**config.mk**
```make
export PLATFORM = sky130hd
export DESIGN_NAME = twiddled_texel_detwiddle
export DESIGN_NICKNAME = d
export VERILOG_FILES = /design/src/rtl/core/ttd_pkg.sv /design/src/rtl/core/ttd_addr.sv /design/src/rtl/core/twiddled_texel_detwiddle.sv
export SDC_FILE = /design/constraint.sdc
export NUM_CORES = 1
export LEC_CHECK = 0
export BUFFER_PORTS_ARGS = -buffer_cell sky130_fd_sc_hd__buf_2
export CAP_MARGIN = 30
export CELL_PAD_IN_SITES_DETAIL_PLACEMENT = 1
export CELL_PAD_IN_SITES_GLOBAL_PLACEMENT = 2
export CORE_MARGIN = 1.5
export CORE_UTILIZATION = 35
export CTS_CLUSTER_DIAMETER = 150
export CTS_CLUSTER_SIZE = 16
export DETAILED_ROUTE_END_ITERATION = 16
export PLACE_DENSITY_LB_ADDON = 0.1
export SETUP_SLACK_MARGIN = 0.1
export SLEW_MARGIN = 20
export SYNTH_ARGS = -nofsm -noshare
export SYNTH_HDL_FRONTEND = slang
export SYNTH_SLANG_ARGS = --single-unit
```
**constraint.sdc**
```tcl
create_clock -name clk -period 5.6 [get_ports clk]
set_input_delay 1.12 -clock clk [delete_from_list [all_inputs] [get_ports clk]]
set_output_delay 1.12 -clock clk [all_outputs]
set_load 0.1 [all_outputs]
```
**src/rtl/core/ttd_pkg.sv**
```systemverilog
// Shared types, constants and helpers for the twiddled texel detwiddler.
// Used by ttd_addr and twiddled_texel_detwiddle; depends on nothing else.
`default_nettype none

package ttd_pkg;

  localparam int MAX_SIDE_LOG2 = 10;
  localparam int SIDE_W = 4;
  localparam int CNT_W = 20;
  localparam int TOT_W = $clog2(2 * MAX_SIDE_LOG2 + 1);
  localparam int TEXEL_W = 16;
  localparam int CHAN_W = 8;
  localparam int OUT_DATA_W = ((CNT_W + 3 * CHAN_W + 7) / 8) * 8;
  localparam int CFG_IDX_W = 1;

  typedef enum logic [CFG_IDX_W-1:0] {
    CFG_WIDTH_LOG2  = 1'b0,
    CFG_HEIGHT_LOG2 = 1'b1
  } cfg_idx_t;

  typedef struct packed {
    logic [SIDE_W-1:0] wl;
    logic [SIDE_W-1:0] hl;
    logic [SIDE_W-1:0] side;
  } geom_t;

  function automatic logic [SIDE_W-1:0] clamp_side(input logic [SIDE_W-1:0] v);
    logic [SIDE_W-1:0] lim;
    lim = SIDE_W'(MAX_SIDE_LOG2);
    return (v > lim) ? lim : v;
  endfunction

  function automatic logic [CNT_W-1:0] tex_mask(input logic [TOT_W-1:0] tot);
    logic [CNT_W:0] one;
    logic [CNT_W:0] m;
    one = (CNT_W + 1)'(1);
    m = (one << tot) - one;
    return m[CNT_W-1:0];
  endfunction

  // With both channels scaled by 16, floor(c*a*256/255) equals c*a since c*a <= 225.
  function automatic logic [CHAN_W-1:0] premul(input logic [3:0] c, input logic [3:0] a);
    return {4'b0000, c} * {4'b0000, a};
  endfunction

endpackage

`default_nettype wire

```
**src/rtl/core/ttd_addr.sv**
```systemverilog
// Morton decode of a twiddled texel index into a linear texel address.
// Depends on ttd_pkg for the geometry struct and widths.
`default_nettype none

module ttd_addr (
  input  ttd_pkg::geom_t                geom,
  input  logic [ttd_pkg::CNT_W-1:0]     cnt,
  output logic [ttd_pkg::CNT_W-1:0]     address
);
  import ttd_pkg::*;

  logic [2*MAX_SIDE_LOG2-1:0] cnt_pairs;
  logic [MAX_SIDE_LOG2-1:0] xm;
  logic [MAX_SIDE_LOG2-1:0] ym;
  logic [CNT_W-1:0]         blk;
  logic [CNT_W-1:0]         blk_sh;
  logic [CNT_W-1:0]         x;
  logic [CNT_W-1:0]         y;

  assign cnt_pairs = (2 * MAX_SIDE_LOG2)'(cnt);

  always_comb begin
    for (int i = 0; i < MAX_SIDE_LOG2; i++) begin
      xm[i] = (i < int'(geom.side)) && cnt_pairs[2*i+1];
      ym[i] = (i < int'(geom.side)) && cnt_pairs[2*i];
    end
  end

  assign blk    = cnt >> {geom.side, 1'b0};
  assign blk_sh = blk << geom.side;

  always_comb begin
    x = {{(CNT_W-MAX_SIDE_LOG2){1'b0}}, xm};
    y = {{(CNT_W-MAX_SIDE_LOG2){1'b0}}, ym};
    if (geom.wl > geom.hl) begin
      x = x | blk_sh;
    end else if (geom.hl > geom.wl) begin
      y = y | blk_sh;
    end
  end

  assign address = (y << geom.wl) | x;

endmodule

`default_nettype wire

```
**src/rtl/core/twiddled_texel_detwiddle.sv**
```systemverilog
// Top level of the twiddled texel detwiddler: counter, input stage, result stage.
// Depends on ttd_pkg and ttd_addr.
//
// Usage: ARGB4444 texels stream in on the in_ channel in twiddled order, one
// beat per texel. Each accepted beat yields exactly one result beat on the
// out_ channel carrying the linear address and the alpha-premultiplied color;
// out_tlast marks the final texel of the texture, after which the internal
// counter wraps to zero. The cfg_ channel sets width_log2 (index 0) and
// height_log2 (index 1); it is always ready and should be written only while
// no texels are in flight.
// Each beat passes through an input register holding texel and index, then a
// result register after the address decode and premultiply logic. Throughput
// is one texel per cycle while the receiver does not stall.
// Reset clears the counter and both stage valids and sets both dimensions to 8.
// When the receiver stalls, the result register holds its beat and the input
// register fills; in_tready drops only when both stages hold beats.
`default_nettype none

module twiddled_texel_detwiddle (
  input  logic                              clk,
  input  logic                              rst_n,
  input  logic                              in_tvalid,
  output logic                              in_tready,
  input  logic [ttd_pkg::TEXEL_W-1:0]       in_tdata,    // [15:0] texel
  output logic                              out_tvalid,
  input  logic                              out_tready,
  output logic [ttd_pkg::OUT_DATA_W-1:0]    out_tdata,   // [19:0] address, [27:20] red,
                                                         // [35:28] green, [43:36] blue
  output logic                              out_tlast,
  input  logic                              cfg_valid,
  output logic                              cfg_ready,
  input  logic [ttd_pkg::CFG_IDX_W-1:0]     cfg_index,
  input  logic [ttd_pkg::SIDE_W-1:0]        cfg_data
);
  import ttd_pkg::*;

  logic [SIDE_W-1:0]     wl_r;
  logic [SIDE_W-1:0]     hl_r;
  logic [CNT_W-1:0]      counter_r;
  logic [CNT_W-1:0]      counter_nxt;
  logic                  a_vld_r;
  logic [TEXEL_W-1:0]    a_texel_r;
  logic [CNT_W-1:0]      a_cnt_r;
  logic                  out_vld_r;
  logic [OUT_DATA_W-1:0] out_data_r;
  logic [OUT_DATA_W-1:0] out_data_nxt;
  logic                  out_last_r;

  geom_t                 geom;
  logic [TOT_W-1:0]      tot_sum;
  logic [TOT_W-1:0]      tot;
  logic [CNT_W-1:0]      tmask;
  logic [CNT_W-1:0]      cnt;
  logic [CNT_W-1:0]      address;
  logic                  in_fire;
  logic                  b_adv;
  logic [3:0]            alpha;

  always_comb begin
    geom.wl   = clamp_side(wl_r);
    geom.hl   = clamp_side(hl_r);
    geom.side = (geom.wl < geom.hl) ? geom.wl : geom.hl;
  end

  assign tot_sum     = TOT_W'(geom.wl) + TOT_W'(geom.hl);
  assign tot         = (int'(tot_sum) > CNT_W) ? TOT_W'(CNT_W) : tot_sum;
  assign tmask       = tex_mask(tot);
  assign cnt         = counter_r & tmask;
  assign counter_nxt = (cnt + CNT_W'(1)) & tmask;

  assign b_adv     = !out_vld_r || out_tready;
  assign in_tready = !a_vld_r || b_adv;
  assign in_fire   = in_tvalid && in_tready;
  assign cfg_ready = 1'b1;

  always_ff @(posedge clk) begin
    if (!rst_n) begin
      wl_r <= SIDE_W'(3);
      hl_r <= SIDE_W'(3);
    end else if (cfg_valid) begin
      unique case (cfg_idx_t'(cfg_index))
        CFG_WIDTH_LOG2:  wl_r <= cfg_data;
        CFG_HEIGHT_LOG2: hl_r <= cfg_data;
        default: ;
      endcase
    end
  end

  always_ff @(posedge clk) begin
    if (!rst_n) begin
      counter_r <= '0;
      a_vld_r   <= 1'b0;
    end else begin
      if (in_fire) begin
        counter_r <= counter_nxt;
      end
      if (in_tready) begin
        a_vld_r <= in_tvalid;
      end
    end
  end

  always_ff @(posedge clk) begin
    if (in_fire) begin
      a_texel_r <= in_tdata;
      a_cnt_r   <= cnt;
    end
  end

  ttd_addr u_addr (
    .geom    (geom),
    .cnt     (a_cnt_r),
    .address (address)
  );

  assign alpha = a_texel_r[15:12];

  always_comb begin
    out_data_nxt = '0;
    out_data_nxt[CNT_W-1:0]                          = address;
    out_data_nxt[CNT_W +: CHAN_W]                    = premul(a_texel_r[11:8], alpha);
    out_data_nxt[CNT_W+CHAN_W +: CHAN_W]             = premul(a_texel_r[7:4], alpha);
    out_data_nxt[CNT_W+2*CHAN_W +: CHAN_W]           = premul(a_texel_r[3:0], alpha);
  end

  always_ff @(posedge clk) begin
    if (!rst_n) begin
      out_vld_r <= 1'b0;
    end else if (b_adv) begin
      out_vld_r <= a_vld_r;
    end
  end

  always_ff @(posedge clk) begin
    if (b_adv && a_vld_r) begin
      out_data_r <= out_data_nxt;
      out_last_r <= (a_cnt_r == tmask);
    end
  end

  assign out_tvalid = out_vld_r;
  assign out_tdata  = out_data_r;
  assign out_tlast  = out_last_r;

  // A beat in the input register moves to the output when the output frees up.
  a_moves_to_out: assert property (@(posedge clk) disable iff (!rst_n)
    (a_vld_r && b_adv) |=> out_tvalid)
    else $error("input stage beat was not moved to the output register");

  // Both stages full with a stalled receiver must block new input.
  full_blocks_input: assert property (@(posedge clk) disable iff (!rst_n)
    (a_vld_r && out_tvalid && !out_tready) |-> !in_tready)
    else $error("input accepted while pipeline was full and stalled");

  // An accepted beat always lands in the input register.
  fire_fills_a: assert property (@(posedge clk) disable iff (!rst_n)
    in_fire |=> a_vld_r)
    else $error("accepted beat missing from input register");

  // Reset empties both stages.
  reset_empties: assert property (@(posedge clk)
    !rst_n |=> (!a_vld_r && !out_tvalid))
    else $error("pipeline not empty after reset");

endmodule

`default_nettype wire

```
==> flow_summary.yaml, run 1 <==
run_status:
  status: "finished, final reports clean"
power_and_ir_drop:
  ir_worst_vdd_v: 0.000157
  seqPwrFrac_pct: 30.9
  total_power_mw: 3.24
  p_comb_share_pct: 47.7
  swShare_pct: 45.6
  p_leak_nw: 4.14
  p_per_area_nw_per_um2: 301
  clockPowerShare_pct: 21.4
  p_int_mw: 1.76
  switchingPower_mw: 1.48
sta:
  worstMarginPinSlew_ns: 0.964
  drv_slew: 0
  finClkSkew_ns: 0.0150
  relSlewSlack_pct: 35.0
  final-setup-viol-count: 0
  rsz0062_at_grt: "no"
  setup_tns_ns: 0
  fin_crit_sh_pct: 93.3
  finalHoldViolations: 0
  finalWorstSetupSlack_ns: 0.376
  fmax_mhz: 191
  hold_ws_ns: 0.474
  min_period_ns: 5.22
setup_path:
  worstSetupPathType: "register to register"
  path_buf_inv: 3
  cp_cell_sequence: "inv_1 -> nor2_2 -> inv_1 -> ha_1 -> o21ba_2 -> o211ai_4 -> buf_4 -> a211oi_1 -> nand2_1 -> o22ai_2 -> a211oi_1 -> o32ai_2 -> a22oi_2 -> mux2i_1 -> mux2i_1 -> o221ai_1"
  arrival_ns: 5.32
  end_kind: "register"
  cp_top_family: "compound AO/OA/AOI/OAI gates"
  cp.required_ns: 5.70
  critPathLaunchType: "register"
  critPathMaxStageDelay_ns: 0.51
  slowest_stage: "a211oi_1"
  crit_fanout: 16
clocking:
  post_cts_buffers: 0
  cts_tree: "done"
  clockBufferDepth: 2
  cts_made_buffers: 9
  cts_htree_levels: 3
  path_clk_slew_ns: 0.08
  clk_latency_ns: 0.38
  cts_sinks: 111
  clockRootBuffer: "clkbuf_16"
synth:
  syn_area_per_cell_um2: 8.76
  yosys_warnings: 0
  synth_xor_area_share_pct: 3.89
  synthMuxAreaShare_pct: 2.23
  ys_types: 102
  synth-adder-area-share_pct: 8.69
  synth_compound_area_share_pct: 28.9
  synth_top_family_by_area: "compound AO/OA/AOI/OAI gates"
  synth_ff_type: "edfxtp_1"
  synthSimpleGateAreaFrac_pct: 18.9
  synth_cells: 1104
  async_reset_ff_share_pct: 0
  synth-edff-count: 81
  ys_seq_area_share_pct: 31.4
  syn-cell-area_um2: 9670
  ys_ff_latch: 111
routing:
  vias: 9214
  dr.pass1.iters: 5
  drc: 0
  viasPerCell: 6.15
  wl_um: 37500
  drtIter0Drc: 762
  antenna_left: 0
  routedWlPerCell_um: 25.0
run:
  drv_cap: 0
floorplan:
  die-width_um: 169
  die_y_um: 169
  io-pin-count: 78
  core_area_um2: 27000
  start_util_pct: 35.8
  dieArea_um2: 28600
  rows: 60
grt:
  grt_pass1_wl_um: 57000
  grt_max_degree: 45
  antenna_found_initial: 1
  grt_use_total_pct: 26.4
  gr-total-overflow: 0
  grt_pass1_vias: 9249
cells_and_area:
  nets: 1238
  antennaDiodeCount: 0
  fin_util_pct: 39.7
  drive_above_1_share_pct: 17.3
  area_growth_pct: 11.0
placed_design:
  dp_hpwl_um: 28400
  io_buffer_count: 72
  place_ws_ns: 0.0789
  place_congestion: 0.935
min_path:
  hp-class: "register to register"
-- through the flow --
stage,std cells,instance area (um2)
3_5_place_dp,1482,10400
3_3_place_gp,1482,10400
6_report,1498,10700
2_1_floorplan,1107,9680
4_1_cts,1498,10700
5_1_grt,1498,10700
-- layer usage --
layer	routed length (um)	global-route usage [%]
met5	9	0
met2	16900	42.1
met3	2570	5.13
met4	1040	8.12
met1	17000	35.9
-- layout make-up --
type	instances	area (um2)
fill	3189	16300
clock inverter	6	75.1
inverter	52	195
clock buffer	10	229
tap	341	427
multi-input combinational	866	6110
timing repair buffer	112	661
sequential	111	3030
-- final timing paths --
path                                    from       endpoint  slack [ns]  depth (start not counted)
worst max register to register       wl_r[0]  out_tdata[13]        0.38                         16
worst min register to register  counter_r[1]   counter_r[1]        0.47                          2
worst max-delay path                 wl_r[0]  out_tdata[13]        0.38                         16
worst min-delay path            counter_r[1]   counter_r[1]        0.47                          2
-- logic make-up (layout without fill, tap and decap cells) --
group,Yosys count,count (layout)
AND/OR/NAND/NOR,373,373
buffers and inverters,130,180
XOR/XNOR,43,43
multiplexers,21,21
other,2,5
flip-flops,111,111
adder cells (fa/ha/maj),60,60
AO/OA/AOI/OAI,364,364
-- power by group through the flow --
| stage | registers [mW] | clock network (mW) | logic, mW |
|---|---|---|---|
| after global placement | 1.02 | 0 | 1.51 |
| final | 1.00 | 0.691 | 1.54 |
| after detailed placement | 1.02 | 0 | 1.51 |
| after CTS | 1.00 | 0.714 | 1.52 |
| after floorplan | 1.23 | 0 | 0.904 |
| after global routing | 1.01 | 0.738 | 1.64 |
-- placed cells by master, fill, tap and decap left out, types with 23 or more instances in the layout --
| cell type | count |
|---|---|
| buf_4 | 40 |
| nor3_1 | 26 |
| a211oi_1 | 23 |
| dfxtp_1 | 30 |
| nand2_1 | 101 |
| inv_1 | 45 |
| edfxtp_1 | 81 |
| ha_1 | 48 |
| nand3_1 | 56 |
| o21ai_0 | 66 |
| buf_2 | 72 |
| a21oi_1 | 59 |
| nor2_1 | 82 |
| and2_1 | 40 |
-- worst register-to-register path, stage by stage, from the launching register on --
cell      delay [ns]
dfxtp_1         0.48
inv_1           0.23
nor2_2          0.28
inv_1           0.10
ha_1            0.21
o21ba_2         0.25
o211ai_4        0.43
buf_4           0.36
a211oi_1        0.14
nand2_1         0.43
o22ai_2         0.24
a211oi_1        0.51
o32ai_2         0.19
a22oi_2         0.41
mux2i_1         0.27
mux2i_1         0.27
o221ai_1        0.16
-- registers in the layout (all words and copies together), names as in the netlist --
register	count
wl_r	4
a_texel_r	16
out_tdata	44
counter_r	20
out_tvalid	1
hl_r	4
a_vld_r	1
out_tlast	1
a_cnt_r	20
-- timing repair --
action	in CTS	in global routing
gates resized for setup	1	4
hold endpoints to repair	0	0
setup endpoints to repair	3	7
hold buffers	0	0
-- cell usage after synthesis (6+ instances only) --
cell type | count | area share (%)
ha_1 | 48 | 6.2
o221ai_1 | 8 | 0.72
edfxtp_1 | 81 | 25
o21a_1 | 12 | 0.93
or2_2 | 6 | 0.39
xor2_1 | 20 | 1.8
and3_1 | 7 | 0.45
mux2i_1 | 19 | 2.0
a32oi_1 | 9 | 0.82
a21boi_0 | 9 | 0.70
nand4_1 | 9 | 0.58
clkbuf_1 | 45 | 1.7
o211ai_1 | 17 | 1.3
xnor2_1 | 23 | 2.1
inv_1 | 46 | 1.8
a22oi_1 | 6 | 0.47
nand2b_1 | 7 | 0.45
nor2b_1 | 11 | 0.71
a211oi_1 | 23 | 1.8
a21o_1 | 9 | 0.70
o21ai_1 | 9 | 0.47
nand2_1 | 101 | 3.9
buf_4 | 15 | 1.2
nor3_1 | 26 | 1.3
and2_1 | 40 | 2.6
nor2_1 | 84 | 3.3
dfxtp_1 | 30 | 6.2
a221oi_1 | 10 | 0.91
a21oi_1 | 60 | 3.1
buf_2 | 13 | 0.67
nand3_1 | 56 | 2.9
o31ai_1 | 11 | 0.85
o2111ai_1 | 7 | 0.63
nor4_1 | 9 | 0.58
a31oi_1 | 12 | 0.78
o21ai_0 | 66 | 3.4
fa_1 | 12 | 2.5
o22ai_1 | 9 | 0.58
Power figures use the tool's default switching activity.
==> run 2: changes to the inputs <==
--- a/config.mk
+++ b/config.mk
@@ -11,6 +11,7 @@
 export CELL_PAD_IN_SITES_GLOBAL_PLACEMENT = 2
 export CORE_MARGIN = 1.5
 export CORE_UTILIZATION = 35
+export CTS_BUF_LIST = sky130_fd_sc_hd__clkbuf_8
 export CTS_CLUSTER_DIAMETER = 150
 export CTS_CLUSTER_SIZE = 16
 export DETAILED_ROUTE_END_ITERATION = 16
==> flow_summary.yaml, run 2 (synthesized netlist as in run 1, its figures left out) <==
clocking:
  clk_latency_ns: 0.41
  cts_sinks: 111
  cts_made_buffers: 9
  clockRootBuffer: "clkbuf_8"
  path_clk_slew_ns: 0.12
  cts_hold_buf: 0
  cts_htree_levels: 3
  clockBufferDepth: 2
  cts_tree: "done"
  post_cts_buffers: 0
sta:
  fin_crit_sh_pct: 93.6
  rsz0062_at_grt: "no"
  hold_ws_ns: 0.480
  relSlewSlack_pct: 34.6
  final-setup-viol-count: 0
  worstMarginPinSlew_ns: 0.970
  setup_tns_ns: 0
  finClkSkew_ns: 0.0190
  min_period_ns: 5.24
  fmax_mhz: 191
  drv_slew: 0
  finalHoldViolations: 0
  finalWorstSetupSlack_ns: 0.357
setup_path:
  arrival_ns: 5.38
  cp_cell_sequence: "inv_1 -> nor2_2 -> inv_1 -> ha_1 -> o21ba_2 -> o211ai_4 -> buf_4 -> a211oi_1 -> nand2_1 -> o22ai_2 -> a211oi_1 -> o32ai_2 -> a22oi_2 -> mux2i_1 -> mux2i_1 -> o221ai_1"
  cp.required_ns: 5.74
  slowest_stage: "dfxtp_1"
  worstSetupPathType: "register to register"
  critPathLaunchType: "register"
  end_kind: "register"
  critPathMaxStageDelay_ns: 0.50
  crit_fanout: 16
routing:
  antenna_left: 0
  vias: 9185
  drc: 0
  wl_um: 37400
  routedWlPerCell_um: 25.0
  viasPerCell: 6.13
  drtIter0Drc: 667
  dr.pass1.iters: 5
grt:
  grt_max_degree: 45
  grt_use_total_pct: 26.3
  gr-total-overflow: 0
  antenna_found_initial: 0
  grt_pass1_wl_um: 57200
  grt_pass1_vias: 9214
floorplan:
  dieArea_um2: 28600
  io-pin-count: 78
  die_y_um: 169
  die-width_um: 169
  core_area_um2: 27000
  rows: 60
  start_util_pct: 35.8
run_status:
  status: "finished, final reports clean"
cells_and_area:
  area_growth_pct: 9.97
  drive_above_1_share_pct: 17.5
  final_cell_mix: "nand2_1, nor2_1, edfxtp_1, buf_2, o21ai_0"
  largest_register_ffs: 44
  finalInstanceArea_um2: 10600
  nets: 1238
  final_common_cell: "nand2_1"
  fin_util_pct: 39.4
  antennaDiodeCount: 0
placed_design:
  place_congestion: 0.935
  place_ws_ns: 0.0789
  placed_cell_area_um2: 10400
  dp_hpwl_um: 28400
  io_buffer_count: 72
power_and_ir_drop:
  p_leak_nw: 4.10
  p_per_area_nw_per_um2: 289
  ir_worst_vdd_v: 0.000132
min_path:
  hp-class: "register to register"
run:
  drv_cap: 0
run 2: final timing paths:
kind | from | to | slack [ns] | cells past startpoint
max | wl_r[0] | out_tdata[13] | 0.36 | 16
min | counter_r[1] | counter_r[1] | 0.48 | 2
max reg2reg | wl_r[0] | out_tdata[13] | 0.36 | 16
min reg2reg | counter_r[1] | counter_r[1] | 0.48 | 2
run 2: critical path, delay by kind of cell (launching register included):
| kind | cells | cell delay [ns] |
|---|---|---|
| buffers and inverters | 3 | 0.68 |
| multiplexers | 2 | 0.53 |
| AO/OA/AOI/OAI | 8 | 2.31 |
| AND/OR/NAND/NOR | 2 | 0.71 |
| flip-flops | 1 | 0.50 |
| adder cells (fa/ha/maj) | 1 | 0.21 |
run 2: per-stage QoR:
step	power, mW	instances
after global placement	2.53	1482
after floorplan	2.13	1107
after global routing	3.23	1498
final	3.07	1498
after detailed placement	2.53	1482
after CTS	3.07	1498
run 2: cell type report:
cell class,instances,area [um2]
multi-input cells,866,6120
repair buffers,112,661
clock inverters,7,78.8
flip-flops and latches,111,3040
inverters,52,195
fillers,3196,16400
well taps,341,427
clock buffers,9,124
run 2: timing repair:
item | 4_1_cts | 5_1_grt
gates cloned | 0 | 0
resized for setup | 1 | 6
setup endpoints to repair | 4 | 7
pin swaps | 0 | 0
run 2: power breakdown:
| part | internal [mW] | total, mW | switching, mW |
|---|---|---|---|
| Combinational | 0.447 | 1.54 | 1.10 |
| Clock | 0.214 | 0.530 | 0.317 |
| Sequential | 0.958 | 1.00 | 0.0439 |
| Total | 1.62 | 3.07 | 1.46 |
run 2: layer usage:
| layer | up-vias | global-route usage, % | share of wire, % |
|---|---|---|---|
| li1 | 4248 | - | - |
| met1 | 4521 | 36.5 | 46 |
| met2 | 361 | 42.5 | 46 |
| met3 | 55 | 3.96 | 6.0 |
| met4 | 0 | 7.46 | 2.3 |
| met5 | - | 0 | 0 |
==> run 3: changes to the inputs <==
--- a/config.mk
+++ b/config.mk
@@ -11,10 +11,10 @@
 export CELL_PAD_IN_SITES_GLOBAL_PLACEMENT = 2
 export CORE_MARGIN = 1.5
 export CORE_UTILIZATION = 35
-export CTS_BUF_LIST = sky130_fd_sc_hd__clkbuf_8
 export CTS_CLUSTER_DIAMETER = 150
 export CTS_CLUSTER_SIZE = 16
 export DETAILED_ROUTE_END_ITERATION = 16
+export GPL_TIMING_DRIVEN = 0
 export PLACE_DENSITY_LB_ADDON = 0.1
 export SETUP_SLACK_MARGIN = 0.1
 export SLEW_MARGIN = 20
==> flow_summary.yaml, run 3 (synthesized netlist as in run 1, its figures left out) <==
run_status:
  status: "finished, final reports clean"
routing:
  antenna_left: 0
  viasPerCell: 6.14
  wl_um: 38900
  vias: 9540
  dr.pass1.iters: 5
  routedWlPerCell_um: 25.0
  drc: 0
  drtIter0Drc: 776
cells_and_area:
  antennaDiodeCount: 0
  nets: 1295
  fin_util_pct: 42.1
  final_cell_mix: "nand2_1, buf_2, edfxtp_1, nor2_1, o21ai_0"
  final_common_cell: "nand2_1"
  drive_above_1_share_pct: 21.8
  finalInstanceArea_um2: 11400
  largest_register_ffs: 44
  area_growth_pct: 17.6
grt:
  grt-busiest-layer: "met2"
  gr-total-overflow: 0
  grt_use_met1_pct: 34.8
  grt_use_met2_pct: 45.1
  grt_use_total_pct: 27.3
  grt_max_degree: 46
  grt_use_met3_pct: 4.83
  grt_pass1_wl_um: 58600
  antenna_found_initial: 0
  grt_pass1_vias: 9524
placed_design:
  place_ws_ns: -1.57
  dp_hpwl_um: 30000
  place_congestion: 0.934
  placed_cell_area_um2: 10500
  io_buffer_count: 71
sta:
  fmax_mhz: 185
  finalHoldViolations: 0
  setup_tns_ns: 0
  rsz0062_at_grt: "yes"
  min_period_ns: 5.39
  relSlewSlack_pct: 21.8
  finalWorstSetupSlack_ns: 0.209
  finClkSkew_ns: 0.0112
  drv_slew: 0
  fin_crit_sh_pct: 96.3
  final-setup-viol-count: 0
  worstMarginPinSlew_ns: 1.17
setup_path:
  crit_fanout: 10
  end_kind: "register"
  critPathLaunchType: "register"
  worstSetupPathType: "register to register"
  reg2reg_slack_ns: 0.21
  cp.required_ns: 5.71
  arrival_ns: 5.50
floorplan:
  die_y_um: 169
  die-width_um: 169
  io-pin-count: 78
  start_util_pct: 35.8
  core_area_um2: 27000
  dieArea_um2: 28600
  rows: 60
clocking:
  cts_htree_levels: 3
  cts_hold_buf: 0
  path_clk_slew_ns: 0.08
  cts_made_buffers: 9
  cts_tree: "done"
  clk_latency_ns: 0.38
  cts_sinks: 111
  clockRootBuffer: "clkbuf_16"
  clockBufferDepth: 2
power_and_ir_drop:
  total_power_mw: 3.34
  p_per_area_nw_per_um2: 294
  ir_worst_vdd_v: 0.000149
  p_leak_nw: 4.29
min_path:
  hp-class: "register to register"
run:
  drv_cap: 0
run 3: layout make-up:
cell class	instances	area (um2)
fill	3169	15700
tap	341	427
multi-input combinational	866	6500
timing repair buffer	92	526
clock inverter	6	37.5
inverter	52	203
clock buffer	9	225
sequential	111	3030
buffer	77	418
run 3: routing by layer:
metal | wire, um | share of wire (%)
met1 | 16600 | 43
met2 | 18200 | 47
met3 | 2440 | 6.3
met4 | 1600 | 4.1
met5 | 0 | 0
run 3: worst paths after layout:
| path | from | to | cells past startpoint |
|---|---|---|---|
| worst max-delay path | wl_r[3] | out_tdata[10] | 20 |
| worst min-delay path | counter_r[1] | counter_r[1] | 2 |
| worst max register to register | wl_r[3] | out_tdata[10] | 20 |
| worst min register to register | counter_r[1] | counter_r[1] | 2 |
run 3: stage by stage:
step                      instances  hold WS (ns)
after global routing           1554         0.506
after global placement         1519         0.448
after floorplan                1107         0.436
final                          1554         0.473
after CTS                      1540         0.477
after detailed placement       1520         0.467
run 3: power by group:
group	internal [mW]	switching (mW)	total, mW	leakage (nW)
combinational	0.532	1.20	1.73	3.13
clock	0.298	0.316	0.614	0.127
sequential	0.957	0.0333	0.991	1.03
total	1.79	1.55	3.34	4.29
run 3: worst max-delay path, cell delays in order (launching register included):
cell and delay, ns:
dfxtp_1 0.31, clkbuf_4 0.20, o21a_4 0.18, nor2_4 0.27
clkinvlp_4 0.19, buf_2 0.23, clkbuf_4 0.25, ha_1 0.25
o21ba_2 0.25, o211ai_4 0.24, buf_6 0.22, buf_2 0.31
a21oi_1 0.12, nor2_1 0.23, o22ai_2 0.19, a211oi_1 0.50
o32ai_2 0.20, a22oi_2 0.37, a211oi_1 0.18, o32ai_1 0.31
o21ai_1 0.09
run 3: repair_timing:
action	in CTS	in global routing
endpoints found under the setup margin	47	32
pin swaps	4	11
buffers inserted	5	15
endpoints found under the hold margin	0	0
gates resized for setup	46	57
